`config.mk`:
```
export PLATFORM = sky130hd
export DESIGN_NAME = genomic_run_domain_segmenter_top_flat
export DESIGN_NICKNAME = d
export VERILOG_FILES = /design/src/rtl/grds_pkg.sv /design/src/rtl/grds_if.sv /design/src/rtl/grds_lane.sv /design/src/rtl/grds_run.sv /design/src/rtl/genomic_run_domain_segmenter_top.sv /design/src/flat_wrapper.sv
export SDC_FILE = /design/constraint.sdc
export NUM_CORES = 2
export LEC_CHECK = 0
export CAP_MARGIN = 20
export CORE_UTILIZATION = 55
export DETAILED_ROUTE_END_ITERATION = 8
export DONT_BUFFER_PORTS = 1
export PLACE_DENSITY = 0.73
export SYNTH_ARGS = -nofsm -noshare
export SYNTH_HDL_FRONTEND = slang
export SYNTH_SLANG_ARGS = --single-unit
```
`constraint.sdc`:
```
create_clock -name clock -period 11.5 [get_ports clock]
set_clock_uncertainty 0.1 [all_clocks]
set_input_delay 1.15 -clock clock [delete_from_list [all_inputs] [get_ports clock]]
set_output_delay 1.15 -clock clock [all_outputs]
set_load 0.02 [all_outputs]
```
`src/rtl/grds_pkg.sv`:
```
`timescale 1ns / 1ps
// Package with the shared widths, register indexes and result record of the domain segmenter.
package grds_pkg;

   localparam int CHROM_W    = 16;
   localparam int POS_W      = 32;
   localparam int END_W      = 33;
   localparam int COUNT_W    = 16;
   localparam int SITES_W    = 24;
   localparam int SCORE_W    = 40;
   localparam int NUMBER_W   = 24;
   localparam int REPS_W     = 3;
   localparam int REP_FIELDS = 4;

   typedef enum logic [0:0] {
      CSR_GAP_LIMIT       = 1'b0,
      CSR_REPLICATE_COUNT = 1'b1
   } csr_index_type;

   typedef struct packed {
      logic [CHROM_W-1:0]  domain_chrom;
      logic [POS_W-1:0]    start_position;
      logic [END_W-1:0]    end_position;
      logic [SITES_W-1:0]  site_count;
      logic [SCORE_W-1:0]  domain_score;
      logic [NUMBER_W-1:0] domain_number;
   } result_type;

endpackage

```
`src/rtl/grds_if.sv`:
```
`timescale 1ns / 1ps
// Channel interfaces for site beats and domain beats.
interface grds_req_if;
   logic        valid;
   logic        ready;
   logic [15:0] chrom_id;
   logic [31:0] position;
   logic        domain_bit;
   logic [15:0] meth_count_0;
   logic [15:0] unmeth_count_0;
   logic [15:0] meth_count_1;
   logic [15:0] unmeth_count_1;
   logic [15:0] meth_count_2;
   logic [15:0] unmeth_count_2;
   logic [15:0] meth_count_3;
   logic [15:0] unmeth_count_3;
   logic        end_of_stream;
   modport source (output valid, chrom_id, position, domain_bit, meth_count_0,
      unmeth_count_0, meth_count_1, unmeth_count_1, meth_count_2, unmeth_count_2,
      meth_count_3, unmeth_count_3, end_of_stream, input ready);
   modport sink (input valid, chrom_id, position, domain_bit, meth_count_0,
      unmeth_count_0, meth_count_1, unmeth_count_1, meth_count_2, unmeth_count_2,
      meth_count_3, unmeth_count_3, end_of_stream, output ready);
endinterface

interface grds_rsp_if;
   logic        valid;
   logic        ready;
   logic [15:0] domain_chrom;
   logic [31:0] start_position;
   logic [32:0] end_position;
   logic [23:0] site_count;
   logic [39:0] domain_score;
   logic [23:0] domain_number;
   modport source (output valid, domain_chrom, start_position, end_position, site_count,
      domain_score, domain_number, input ready);
   modport sink (input valid, domain_chrom, start_position, end_position, site_count,
      domain_score, domain_number, output ready);
endinterface

```
`src/rtl/grds_lane.sv`:
```
`timescale 1ns / 1ps
// Replicate lane: restoring divider of unmeth*2^F/(meth+unmeth), one bit a cycle on step.
module grds_lane
   import grds_pkg::*;
#(
   parameter int FRACTION_BITS = 16
) (
   input  logic                     clock,
   input  logic                     start,
   input  logic                     step,
   input  logic [COUNT_W-1:0]       meth_count,
   input  logic [COUNT_W-1:0]       unmeth_count,
   output logic [FRACTION_BITS:0]   quotient
);

   logic [COUNT_W+1:0]    rem_ff, rem_in;
   logic [COUNT_W:0]      total_ff;
   logic [FRACTION_BITS:0] quot_ff, quot_in;
   logic [COUNT_W+1:0]    diff;
   logic                  fits;

   always_comb begin
      fits    = rem_ff >= {1'b0, total_ff};
      diff    = rem_ff - {1'b0, total_ff};
      rem_in  = fits ? {diff[COUNT_W:0], 1'b0} : {rem_ff[COUNT_W:0], 1'b0};
      quot_in = {quot_ff[FRACTION_BITS-1:0], fits};
   end

   always_ff @(posedge clock) begin
      if (start) begin
         rem_ff   <= {2'b00, unmeth_count};
         total_ff <= {1'b0, meth_count} + {1'b0, unmeth_count};
         quot_ff  <= '0;
      end else if (step) begin
         rem_ff  <= rem_in;
         quot_ff <= quot_in;
      end
   end

   assign quotient = quot_ff;

endmodule

```
`src/rtl/grds_run.sv`:
```
`timescale 1ns / 1ps
// Merge stage: region breaks, domain run state and result record on each close.
module grds_run
   import grds_pkg::*;
#(
   parameter int SITE_W = 19
) (
   input  logic               clock,
   input  logic               reset,
   input  logic               commit,
   input  logic               end_of_stream,
   input  logic [CHROM_W-1:0] chrom_id,
   input  logic [POS_W-1:0]   position,
   input  logic               domain_bit,
   input  logic [POS_W-1:0]   gap_limit,
   input  logic [SITE_W-1:0]  site_score,
   output logic               emit,
   output result_type         result
);

   logic                have_prev_ff, have_prev_in;
   logic [CHROM_W-1:0]  prev_chrom_ff, prev_chrom_in;
   logic [POS_W-1:0]    prev_pos_ff, prev_pos_in;
   logic                open_ff, open_in;
   logic [CHROM_W-1:0]  run_chrom_ff, run_chrom_in;
   logic [POS_W-1:0]    run_start_ff, run_start_in;
   logic [SITES_W-1:0]  run_sites_ff, run_sites_in;
   logic [SCORE_W-1:0]  run_score_ff, run_score_in;
   logic [NUMBER_W-1:0] counter_ff, counter_in;
   logic                brk;
   logic [POS_W-1:0]    gap;
   logic [SCORE_W:0]    score_sum;

   always_comb begin
      gap       = position - prev_pos_ff;
      brk       = !have_prev_ff || (chrom_id != prev_chrom_ff) ||
                  (position < prev_pos_ff) || (gap > gap_limit);
      score_sum = {1'b0, run_score_ff} + (SCORE_W + 1)'(site_score);
      emit      = open_ff && (end_of_stream || brk || !domain_bit);

      result.domain_chrom   = run_chrom_ff;
      result.start_position = run_start_ff;
      result.end_position   = {1'b0, prev_pos_ff} + 33'd1;
      result.site_count     = run_sites_ff;
      result.domain_score   = run_score_ff;
      result.domain_number  = counter_ff;

      have_prev_in  = have_prev_ff;
      prev_chrom_in = prev_chrom_ff;
      prev_pos_in   = prev_pos_ff;
      open_in       = open_ff;
      run_chrom_in  = run_chrom_ff;
      run_start_in  = run_start_ff;
      run_sites_in  = run_sites_ff;
      run_score_in  = run_score_ff;
      counter_in    = emit ? counter_ff + 1'b1 : counter_ff;

      if (end_of_stream) begin
         open_in      = 1'b0;
         have_prev_in = 1'b0;
      end else begin
         have_prev_in  = 1'b1;
         prev_chrom_in = chrom_id;
         prev_pos_in   = position;
         if (domain_bit) begin
            open_in = 1'b1;
            if (!open_ff || brk) begin
               run_chrom_in = chrom_id;
               run_start_in = position;
               run_sites_in = SITES_W'(1);
               run_score_in = SCORE_W'(site_score);
            end else begin
               if (run_sites_ff != '1) begin
                  run_sites_in = run_sites_ff + 1'b1;
               end
               run_score_in = score_sum[SCORE_W] ? '1 : score_sum[SCORE_W-1:0];
            end
         end else begin
            open_in = 1'b0;
         end
      end
   end

   always_ff @(posedge clock) begin
      if (reset) begin
         have_prev_ff  <= 1'b0;
         prev_chrom_ff <= '0;
         prev_pos_ff   <= '0;
         open_ff       <= 1'b0;
         run_chrom_ff  <= '0;
         run_start_ff  <= '0;
         run_sites_ff  <= '0;
         run_score_ff  <= '0;
         counter_ff    <= '0;
      end else if (commit) begin
         have_prev_ff  <= have_prev_in;
         prev_chrom_ff <= prev_chrom_in;
         prev_pos_ff   <= prev_pos_in;
         open_ff       <= open_in;
         run_chrom_ff  <= run_chrom_in;
         run_start_ff  <= run_start_in;
         run_sites_ff  <= run_sites_in;
         run_score_ff  <= run_score_in;
         counter_ff    <= counter_in;
      end
   end

endmodule

```
`src/rtl/genomic_run_domain_segmenter_top.sv`:
```
`timescale 1ns / 1ps
// Top level of the genomic run domain segmenter: control, replicate lanes and output register.
//
//   channel | dir | carries
//   req     | in  | one site beat or an end-of-stream beat
//   rsp     | out | one closed domain beat
//   csr     | in  | gap limit (index 0), replicate_count (index 1)
//
// A kept site is loaded into the replicate lanes, runs through their bit-serial dividers,
// has the lane quotients added in ST_SUM and is committed in ST_COMMIT. Dropped sites
// skip the lanes and the commit; end-of-stream beats go straight from ST_IDLE to ST_COMMIT.
// Reset is synchronous and clears all run state and the output valid flag.
// A waiting output beat holds the commit step, and the input stays stalled until it is taken.
module genomic_run_domain_segmenter_top
   import grds_pkg::*;
#(
   parameter int MAX_REPLICATES = 4,
   parameter int FRACTION_BITS  = 16
) (
   input  logic              clock,
   input  logic              reset,
   input  logic              csr_write_enable,
   input  logic [0:0]        csr_index,
   input  logic [POS_W-1:0]  csr_write_data,
   grds_req_if.sink          req_chan,
   grds_rsp_if.source        rsp_chan
);

   localparam int SITE_W = FRACTION_BITS + 3;
   localparam int STEP_W = $clog2(FRACTION_BITS + 1);

   typedef enum logic [1:0] {ST_IDLE, ST_DIV, ST_SUM, ST_COMMIT} state_type;

   state_type             state_ff;
   logic [STEP_W-1:0]     step_ff;
   logic [POS_W-1:0]      desert_ff;
   logic [REPS_W-1:0]     reps_ff;
   logic [REPS_W-1:0]     reps_eff;
   logic [CHROM_W-1:0]    chrom_ff;
   logic [POS_W-1:0]      pos_ff;
   logic                  dom_ff;
   logic                  eos_ff;
   logic [SITE_W-1:0]     site_ff, site_in;
   logic                  rsp_valid_ff;
   result_type            rsp_data_ff;
   logic [COUNT_W-1:0]    meth_in   [REP_FIELDS];
   logic [COUNT_W-1:0]    unmeth_in [REP_FIELDS];
   logic [FRACTION_BITS:0] quot [MAX_REPLICATES];
   logic                  accept, drop, start, commit_go, emit;
   result_type            result;

   assign meth_in[0]   = req_chan.meth_count_0;
   assign meth_in[1]   = req_chan.meth_count_1;
   assign meth_in[2]   = req_chan.meth_count_2;
   assign meth_in[3]   = req_chan.meth_count_3;
   assign unmeth_in[0] = req_chan.unmeth_count_0;
   assign unmeth_in[1] = req_chan.unmeth_count_1;
   assign unmeth_in[2] = req_chan.unmeth_count_2;
   assign unmeth_in[3] = req_chan.unmeth_count_3;

   always_comb begin
      if (reps_ff == '0) begin
         reps_eff = REPS_W'(1);
      end else if (reps_ff > REPS_W'(MAX_REPLICATES)) begin
         reps_eff = REPS_W'(MAX_REPLICATES);
      end else begin
         reps_eff = reps_ff;
      end
      drop = 1'b0;
      for (int r = 0; r < MAX_REPLICATES; r++) begin
         if ((REPS_W'(r) < reps_eff) && (meth_in[r] == '0) && (unmeth_in[r] == '0)) begin
            drop = 1'b1;
         end
      end
      site_in = '0;
      for (int r = 0; r < MAX_REPLICATES; r++) begin
         if (REPS_W'(r) < reps_eff) begin
            site_in = site_in + SITE_W'(quot[r]);
         end
      end
   end

   assign req_chan.ready = (state_ff == ST_IDLE);
   assign accept    = req_chan.valid && req_chan.ready;
   assign start     = accept && !req_chan.end_of_stream && !drop;
   assign commit_go = (state_ff == ST_COMMIT) && !(rsp_valid_ff && !rsp_chan.ready);

   for (genvar g = 0; g < MAX_REPLICATES; g++) begin : g_lane
      grds_lane #(.FRACTION_BITS(FRACTION_BITS)) u_lane (
         .clock        (clock),
         .start        (start),
         .step         (state_ff == ST_DIV),
         .meth_count   (meth_in[g]),
         .unmeth_count (unmeth_in[g]),
         .quotient     (quot[g])
      );
   end

   grds_run #(.SITE_W(SITE_W)) u_run (
      .clock         (clock),
      .reset         (reset),
      .commit        (commit_go),
      .end_of_stream (eos_ff),
      .chrom_id      (chrom_ff),
      .position      (pos_ff),
      .domain_bit    (dom_ff),
      .gap_limit     (desert_ff),
      .site_score    (site_ff),
      .emit          (emit),
      .result        (result)
   );

   always_ff @(posedge clock) begin
      if (reset) begin
         state_ff     <= ST_IDLE;
         step_ff      <= '0;
         desert_ff    <= POS_W'(1000);
         reps_ff      <= REPS_W'(1);
         rsp_valid_ff <= 1'b0;
      end else begin
         if (csr_write_enable) begin
            case (csr_index_type'(csr_index))
               CSR_GAP_LIMIT:       desert_ff <= csr_write_data;
               CSR_REPLICATE_COUNT: reps_ff   <= csr_write_data[REPS_W-1:0];
               default:             desert_ff <= desert_ff;
            endcase
         end
         case (state_ff)
            ST_IDLE: begin
               if (accept && req_chan.end_of_stream) begin
                  state_ff <= ST_COMMIT;
               end else if (start) begin
                  state_ff <= ST_DIV;
                  step_ff  <= '0;
               end
            end
            ST_DIV: begin
               if (step_ff == STEP_W'(FRACTION_BITS)) begin
                  state_ff <= ST_SUM;
               end else begin
                  step_ff <= step_ff + 1'b1;
               end
            end
            ST_SUM:    state_ff <= ST_COMMIT;
            ST_COMMIT: begin
               if (commit_go) begin
                  state_ff <= ST_IDLE;
               end
            end
            default:   state_ff <= ST_IDLE;
         endcase
         if (commit_go && emit) begin
            rsp_valid_ff <= 1'b1;
         end else if (rsp_chan.ready) begin
            rsp_valid_ff <= 1'b0;
         end
      end
   end

   always_ff @(posedge clock) begin
      if (accept) begin
         chrom_ff <= req_chan.chrom_id;
         pos_ff   <= req_chan.position;
         dom_ff   <= req_chan.domain_bit;
         eos_ff   <= req_chan.end_of_stream;
      end
      if (state_ff == ST_SUM) begin
         site_ff <= site_in;
      end
      if (commit_go && emit) begin
         rsp_data_ff <= result;
      end
   end

   assign rsp_chan.valid          = rsp_valid_ff;
   assign rsp_chan.domain_chrom   = rsp_data_ff.domain_chrom;
   assign rsp_chan.start_position = rsp_data_ff.start_position;
   assign rsp_chan.end_position   = rsp_data_ff.end_position;
   assign rsp_chan.site_count     = rsp_data_ff.site_count;
   assign rsp_chan.domain_score   = rsp_data_ff.domain_score;
   assign rsp_chan.domain_number  = rsp_data_ff.domain_number;

   a_rsp_from_commit: assert property (@(posedge clock) disable iff (reset)
      $rose(rsp_valid_ff) |-> $past(state_ff == ST_COMMIT))
      else $error("Output beat appeared without a commit.");

   a_site_starts_div: assert property (@(posedge clock) disable iff (reset)
      start |=> (state_ff == ST_DIV) && (step_ff == '0))
      else $error("Kept site did not start the lanes.");

   a_div_leads_to_sum: assert property (@(posedge clock) disable iff (reset)
      (state_ff == ST_DIV) && (step_ff == STEP_W'(FRACTION_BITS)) |=> (state_ff == ST_SUM))
      else $error("Division did not finish after all quotient bits.");

   a_no_commit_when_blocked: assert property (@(posedge clock) disable iff (reset)
      (state_ff == ST_COMMIT) && rsp_valid_ff && !rsp_chan.ready |=> (state_ff == ST_COMMIT))
      else $error("Commit taken while the output beat was blocked.");

endmodule

```
`src/flat_wrapper.sv`:
```
// flat-port wrapper written by rule: the top's interface ports become plain ports
module genomic_run_domain_segmenter_top_flat import grds_pkg::*;
#(
   parameter int MAX_REPLICATES = 4,
   parameter int FRACTION_BITS  = 16
)
  (clock, reset, csr_write_enable, csr_index, csr_write_data, req_chan_valid, req_chan_chrom_id, req_chan_position, req_chan_domain_bit, req_chan_meth_count_0, req_chan_unmeth_count_0, req_chan_meth_count_1, req_chan_unmeth_count_1, req_chan_meth_count_2, req_chan_unmeth_count_2, req_chan_meth_count_3, req_chan_unmeth_count_3, req_chan_end_of_stream, req_chan_ready, rsp_chan_valid, rsp_chan_domain_chrom, rsp_chan_start_position, rsp_chan_end_position, rsp_chan_site_count, rsp_chan_domain_score, rsp_chan_domain_number, rsp_chan_ready);
  grds_req_if req_chan_i ();
  grds_rsp_if rsp_chan_i ();
  input  logic clock;
  input  logic reset;
  input  logic csr_write_enable;
  input  logic [0:0] csr_index;
  input  logic [POS_W-1:0] csr_write_data;
  input wire logic [$bits(req_chan_i.valid)-1:0] req_chan_valid;
  input wire logic [$bits(req_chan_i.chrom_id)-1:0] req_chan_chrom_id;
  input wire logic [$bits(req_chan_i.position)-1:0] req_chan_position;
  input wire logic [$bits(req_chan_i.domain_bit)-1:0] req_chan_domain_bit;
  input wire logic [$bits(req_chan_i.meth_count_0)-1:0] req_chan_meth_count_0;
  input wire logic [$bits(req_chan_i.unmeth_count_0)-1:0] req_chan_unmeth_count_0;
  input wire logic [$bits(req_chan_i.meth_count_1)-1:0] req_chan_meth_count_1;
  input wire logic [$bits(req_chan_i.unmeth_count_1)-1:0] req_chan_unmeth_count_1;
  input wire logic [$bits(req_chan_i.meth_count_2)-1:0] req_chan_meth_count_2;
  input wire logic [$bits(req_chan_i.unmeth_count_2)-1:0] req_chan_unmeth_count_2;
  input wire logic [$bits(req_chan_i.meth_count_3)-1:0] req_chan_meth_count_3;
  input wire logic [$bits(req_chan_i.unmeth_count_3)-1:0] req_chan_unmeth_count_3;
  input wire logic [$bits(req_chan_i.end_of_stream)-1:0] req_chan_end_of_stream;
  output wire logic [$bits(req_chan_i.ready)-1:0] req_chan_ready;
  output wire logic [$bits(rsp_chan_i.valid)-1:0] rsp_chan_valid;
  output wire logic [$bits(rsp_chan_i.domain_chrom)-1:0] rsp_chan_domain_chrom;
  output wire logic [$bits(rsp_chan_i.start_position)-1:0] rsp_chan_start_position;
  output wire logic [$bits(rsp_chan_i.end_position)-1:0] rsp_chan_end_position;
  output wire logic [$bits(rsp_chan_i.site_count)-1:0] rsp_chan_site_count;
  output wire logic [$bits(rsp_chan_i.domain_score)-1:0] rsp_chan_domain_score;
  output wire logic [$bits(rsp_chan_i.domain_number)-1:0] rsp_chan_domain_number;
  input wire logic [$bits(rsp_chan_i.ready)-1:0] rsp_chan_ready;
  assign req_chan_i.valid = req_chan_valid;
  assign req_chan_i.chrom_id = req_chan_chrom_id;
  assign req_chan_i.position = req_chan_position;
  assign req_chan_i.domain_bit = req_chan_domain_bit;
  assign req_chan_i.meth_count_0 = req_chan_meth_count_0;
  assign req_chan_i.unmeth_count_0 = req_chan_unmeth_count_0;
  assign req_chan_i.meth_count_1 = req_chan_meth_count_1;
  assign req_chan_i.unmeth_count_1 = req_chan_unmeth_count_1;
  assign req_chan_i.meth_count_2 = req_chan_meth_count_2;
  assign req_chan_i.unmeth_count_2 = req_chan_unmeth_count_2;
  assign req_chan_i.meth_count_3 = req_chan_meth_count_3;
  assign req_chan_i.unmeth_count_3 = req_chan_unmeth_count_3;
  assign req_chan_i.end_of_stream = req_chan_end_of_stream;
  assign req_chan_ready = req_chan_i.ready;
  assign rsp_chan_valid = rsp_chan_i.valid;
  assign rsp_chan_domain_chrom = rsp_chan_i.domain_chrom;
  assign rsp_chan_start_position = rsp_chan_i.start_position;
  assign rsp_chan_end_position = rsp_chan_i.end_position;
  assign rsp_chan_site_count = rsp_chan_i.site_count;
  assign rsp_chan_domain_score = rsp_chan_i.domain_score;
  assign rsp_chan_domain_number = rsp_chan_i.domain_number;
  assign rsp_chan_i.ready = rsp_chan_ready;
  genomic_run_domain_segmenter_top #(.MAX_REPLICATES(MAX_REPLICATES), .FRACTION_BITS(FRACTION_BITS)) u_core (.clock(clock), .reset(reset), .csr_write_enable(csr_write_enable), .csr_index(csr_index), .csr_write_data(csr_write_data), .req_chan(req_chan_i), .rsp_chan(rsp_chan_i));
endmodule
```
Word-level counts from Yosys, hierarchy flattened:

Cells that the tools add are included.

* input port bits: 216
* word-level logic and storage cells: 175
* output and inout port bits: 171
* register bits: 675

* muxes and demuxes: 40
* reductions and logical operators: 52
* bitwise logic cells: 2
* equality and inequality tests: 12
* magnitude comparators: 11
* $add $sub $neg: 17

Operators by type and width (count)
* $logic_not A16 Y1: 8
* $mux W16: 8
* $mux W40: 2
* $ge A18 B17 Y1: 4
* $mux W18: 4
* $add A16 B16 Y17: 4
* $sub A17 B17 Y17: 4
* $mux W19: 3
* $add A24 B1 Y24 const B: 2
* $mux W24: 2
* $add A40 B19 Y41: 1
* $add A19 B17 Y19: 2
* $add A32 B1 Y33 const B: 1
* $gt A32 B32 Y1: 1
* $lt A32 B32 Y1: 1
* $sub A32 B32 Y32: 1
* $ne A24 B24 Y1 const B: 1
* $add A17 B17 Y18: 1
* $mux W17: 1
* $logic_and A1 B1 Y1: 16
* $ne A16 B16 Y1: 1
* $mux W5: 3
* $reduce_and A4 Y1: 3
* $pmux W5 S2: 1
* other kinds (22): 59

Logic depth before layout (Yosys ltp):

* depth in word-level cells: 15
* depth in mapped cells: 30
* gate-level depth less buffers: 29

Cells and area by module:

From an unflattened synthesis, not the netlist that was laid out.

* cell total of the unflattened synthesis: 4100
* area total of the unflattened synthesis: 39232.6 sq um

By module, submodules not included
* genomic_run_domain_segmenter_top: seq. area each 8007.7 sq um, instances 1, area an instance 12459.4 sq um, cells an instance 966
* grds_run: seq. area each 3723.6 sq um, instances 1, area an instance 12007.8 sq um, cells an instance 1588
* grds_lane (u_core.g_lane[1].u_lane ...): seq. area each 1371.3 sq um, instances 3, area an instance 3728.6 sq um, cells an instance 387
* grds_lane (u_core.g_lane[0].u_lane): seq. area each 1371.3 sq um, instances 1, area an instance 3579.7 sq um, cells an instance 385

Worst setup path before layout:

Ideal clock, no wire load.

* path kind: register to register
* start point: register u_core.pos_ff[8]
* end point: register u_core.rsp_data_ff, in the netlist u_core.rsp_chan.domain_chrom[0] (enable)
* stages on the path, launching flop included: 21
* library setup time: 0.705 ns
* arrival time: 11.415 ns
* path buffers: 2
* setup slack: -0.720 ns
* path through: edfxtp_1 > ha_1 > clkbuf_1 > a21o_1 > a21o_1 > a21o_1 > a2111oi_2 > a21oi_2 > a211oi_1 > o21ai_0 > nand3_1 > mux2i_1 > a221oi_1 > ha_1 > nand4_1 > nor4_1 > nand2b_1 > o22ai_1 > nor4b_2 > buf_2 > nor2_1

* word-level cells in the longest chain between the ends: 7

Ends and longest elaborated chain
* from (decl): line genomic_run_domain_segmenter_top.sv:40 `logic [POS_W-1:0] pos_ff;`
* from (signal assigned): line genomic_run_domain_segmenter_top.sv:163 `pos_ff <= req_chan.position;`
* $sub A32 B32 Y32 or $lt A32 B32 Y1 (tied branches): line grds_run.sv:35, grds_run.sv:37
* $gt A32 B32 Y1 or $logic_or A1 B1 Y1 (tied branches): line grds_run.sv:37, grds_run.sv:36
* $logic_or A1 B1 Y1 (*): line grds_run.sv:37 `(position < prev_pos_ff) || (gap > gap_limit);`
* $logic_or A1 B1 Y1 (*) (2 in a row): line grds_run.sv:39 `emit = open_ff && (end_of_stream || brk || !domain_bit);`
* $logic_and A1 B1 Y1 (*): line grds_run.sv:39
* $logic_and A1 B1 Y1 (*): line genomic_run_domain_segmenter_top.sv:170 `if (commit_go && emit) begin`
* to (signal assigned): line genomic_run_domain_segmenter_top.sv:171 `rsp_data_ff <= result;`
* to (decl): line genomic_run_domain_segmenter_top.sv:45 `result_type rsp_data_ff;`

Mark *: on every way between the ends. The rest lies on a longest branch, timed or not.
A chain may end at the register's enable or synchronous reset.

Worst setup path after layout:

* start point: register u_core.pos_ff[8]
* end point: register u_core.u_run.run_score_ff[24]

* word-level cells in the longest chain between the ends: 5

Ends and longest elaborated chain
* $sub A32 B32 Y32 or $lt A32 B32 Y1 (tied branches): line grds_run.sv:35, grds_run.sv:37
* $gt A32 B32 Y1 or $logic_or A1 B1 Y1 (tied branches): line grds_run.sv:37, grds_run.sv:36
* $logic_or A1 B1 Y1 (*): line grds_run.sv:37
* $logic_or A1 B1 Y1 (*): line grds_run.sv:67 `if (!open_ff || brk) begin`
* $mux W40 (*): line grds_run.sv:67
* to (signal assigned): line grds_run.sv:103 `run_score_ff <= run_score_in;`
* to (decl): line grds_run.sv:28 `logic [SCORE_W-1:0] run_score_ff, run_score_in;`

Marked as above.

==> impl_metrics.yaml <==
outcome:
  outcome: "complete, no violations"
sta:
  drv_slew: 0
  tns_ns: 0
  worst_slew_pin_slew_ns: 1.16
  rsz0062_at_grt: "no"
  finalHoldViolCount: 0
  fin_crit_sh_pct: 61.8
  slew_headroom_pct: 23.0
  period_needed_ns: 7.11
  max_freq_mhz: 141
  layout_setup_ws_ns: 4.39
  holdWs_ns: 0.322
  final-setup-viol-count: 0
placement:
  dp.cells: 4633
  gp_congestion: 0.935
  port_buffers: 0
  hpwlAfterDp_um: 61200
  pre_cts_ws_ns: 4.44
  place_area_mm2: 0.0381
floorplan:
  ios: 387
  fp.dieH_um: 263
  die_area_mm2: 0.0689
  core_area_mm2: 0.0672
  initial_utilization_pct: 55.6
  row_count: 95
  die_w_um: 263
cts:
  cts-root-buf: "clkbuf_16"
  cts_hold_buf: 0
  cts_tree: "yes"
  cts_buffer_depth: 3
  path_clk_slew_ns: 0.06
  post_cts_resize_count: 0
  cts_setup_buffers: 0
  cts_htree_levels: 3
  numClockSinks: 675
  worstSkewPairLatency_ns: 0.62
  cts_made_buffers: 73
yosys:
  synth_edf_count: 370
  syn_inst: 3879
  synth_area_leaders: "edfxtp_1 30%, dfxtp_1 16%, ha_1 9.2%"
  yosysTopAreaCell: "edfxtp_1"
  syn_nets: 4381
  synth-async-reset-ratio_pct: 0
  synth_cell_types: 86
  syn_avg_cell_area_um2: 9.62
  ys_seq_area_share_pct: 46.1
  synth_top_area_share_pct: 29.8
  yosys_warnings: 0
  syn-cell-area_mm2: 0.0373
  ys.flop_type: "edfxtp_1"
  ys_ff_latch: 675
route:
  via_per_inst: 5.83
  drtIter0Drc: 1885
  dr.pass1.iters: 6
  wl_per_cell_um: 17.9
  routed-via-count: 27800
  drc: 0
  wl_um: 85500
  ant_nets: 0
critical_path:
  path_max_fanout: 49
  critical_path_class: "reg2reg"
  end_kind: "register"
  arrival_ns: 7.51
  required_ns: 11.90
  startpoint_type: "register"
power:
  leakagePower_nw: 15.6
  p_per_area_mw_per_mm2: 212
  irDropWorstVdd_mv: 0.123
  power_mw: 8.61
global_route:
  grt_pass1_wl_um: 137000
  overflow: 0
  grt_max_degree: 182
  grt_antenna_before_repair: 10
  grt_pass1_vias: 26500
  track_usage_pct: 24.2
cells_and_area:
  seqCellArea_mm2: 0.0172
  nets: 4339
  utilization_pct: 60.4
  synthToLayoutAreaGrowth_pct: 8.73
  final_cell_mix: "471 x nand2_1, 370 x edfxtp_1, 331 x a21oi_1, 329 x nor2_1, 305 x dfxtp_1"
  fillers: 5589
  drive_gt1_share_pct: 5.49
  final_area_mm2: 0.0406
  final_cell_count_no_fill: 4776
  multi_input_comb_area_mm2: 0.0188
  layout_commonest_cell: "nand2_1"
flow_run:
  maxCapViolations: 0
hold_path:
  hp-class: "reg2reg"
## registers in the layout, indices dropped and copies added (netlist names), 5 cells and up
register                        cells
u_core.rsp_chan.start_position     32
u_core.pos_ff                      32
u_core.u_run.run_chrom_ff          16
u_core.u_run.run_start_ff          32
u_core.rsp_chan.domain_chrom       16
u_core.g_lane.u_lane.total_ff      68
u_core.rsp_chan.domain_number      24
u_core.desert_ff                   32
u_core.g_lane.u_lane.quotient      68
u_core.step_ff                      5
u_core.u_run.prev_pos_ff           32
u_core.u_run.counter_ff            24
u_core.g_lane.u_lane.rem_ff        72
u_core.rsp_chan.end_position       33
u_core.u_run.run_sites_ff          24
u_core.u_run.run_score_ff          40
u_core.chrom_ff                    16
u_core.site_ff                     19
u_core.u_run.prev_chrom_ff         16
u_core.rsp_chan.domain_score       40
u_core.rsp_chan.site_count         24
## cells in the mapped netlist, drive strengths merged, types with 38 or more instances
cell and number:
xor2 62, inv 222, a21oi 334, clkbuf 115, dfxtp 305, nand2 473, mux2i 106, nor2 334
ha 274, nor4 51, a21o 81, o21a 41, xnor2 204, a31oi 41, nand4 38, edfxtp 370
nor2b 40, nand3 77, o21ai 166, nor3 77
## final cells by class
type | count | area share, %
repair buffers | 25 | 0.499
inverters | 222 | 2.07
flip-flops and latches | 675 | 42.4
multi-input cells | 2840 | 46.3
well taps | 873 | 2.69
diodes | 7 | 0.0432
clock buffers | 93 | 4.89
clock inverters | 41 | 1.04
## logic make-up (layout without fill, tap and decap cells)
kind of cell / after synthesis / count (layout) / synth area share [%]
xor gates and xnor gates: 266 / 266 / 6.24
and+or+nand+nor: 1279 / 1279 / 15.8
buffers and inverters: 364 / 381 / 3.76
adders and majority gates: 287 / 287 / 9.86
AOI/OAI and AO/OA: 888 / 888 / 14.9
other: 0 / 7 / 0
DFF: 675 / 675 / 46.1
muxes: 120 / 120 / 3.27
## critical path, cell delays in order (launching register included)
cell,delay [ns]
edfxtp_1,0.43
ha_1,0.40
a21o_1,0.23
a21o_1,0.18
a21o_1,0.20
a2111oi_2,0.50
a21oi_2,0.14
a211oi_1,0.37
o21ai_0,0.22
nand3_1,0.17
mux2i_1,0.20
a221oi_1,0.07
ha_1,0.31
nand4_1,0.15
nor4_1,0.36
and2_1,0.18
o22ai_1,0.26
nor4b_4,0.70
nand2b_2,0.24
buf_4,0.52
nand2b_1,0.67
a311oi_1,0.39
## per-layer routing
layer / part of all wire (%) / global-route usage, % / routed length [um]
met3: 5.4 / 3.70 / 4610
met2: 47 / 40.5 / 40300
met4: 2.8 / 8.86 / 2430
met1: 45 / 31.6 / 38100
met5: 0.029 / 0 / 25
## where the power goes
group / total [mW] / leakage, nW / internal [mW] / switching [mW]
sequential: 3.21 / 5.90 / 3.00 / 0.209
clock: 2.35 / 1.18 / 1.37 / 0.985
combinational: 3.04 / 8.51 / 1.30 / 1.74
total: 8.61 / 15.6 / 5.67 / 2.94
## path summary, 6_finish.rpt
path / startpoint / endpoint / slack [ns] / cells past startpoint
max: u_core.pos_ff[8] / u_core.u_run.run_score_ff[24] / 4.39 / 21
min: u_core.u_run.run_chrom_ff[4] / u_core.rsp_chan.domain_chrom[4] / 0.32 / 0
min reg2reg: u_core.u_run.run_chrom_ff[4] / u_core.rsp_chan.domain_chrom[4] / 0.32 / 0
max reg2reg: u_core.pos_ff[8] / u_core.u_run.run_score_ff[24] / 4.39 / 21
Power figures use the tool's default switching activity.
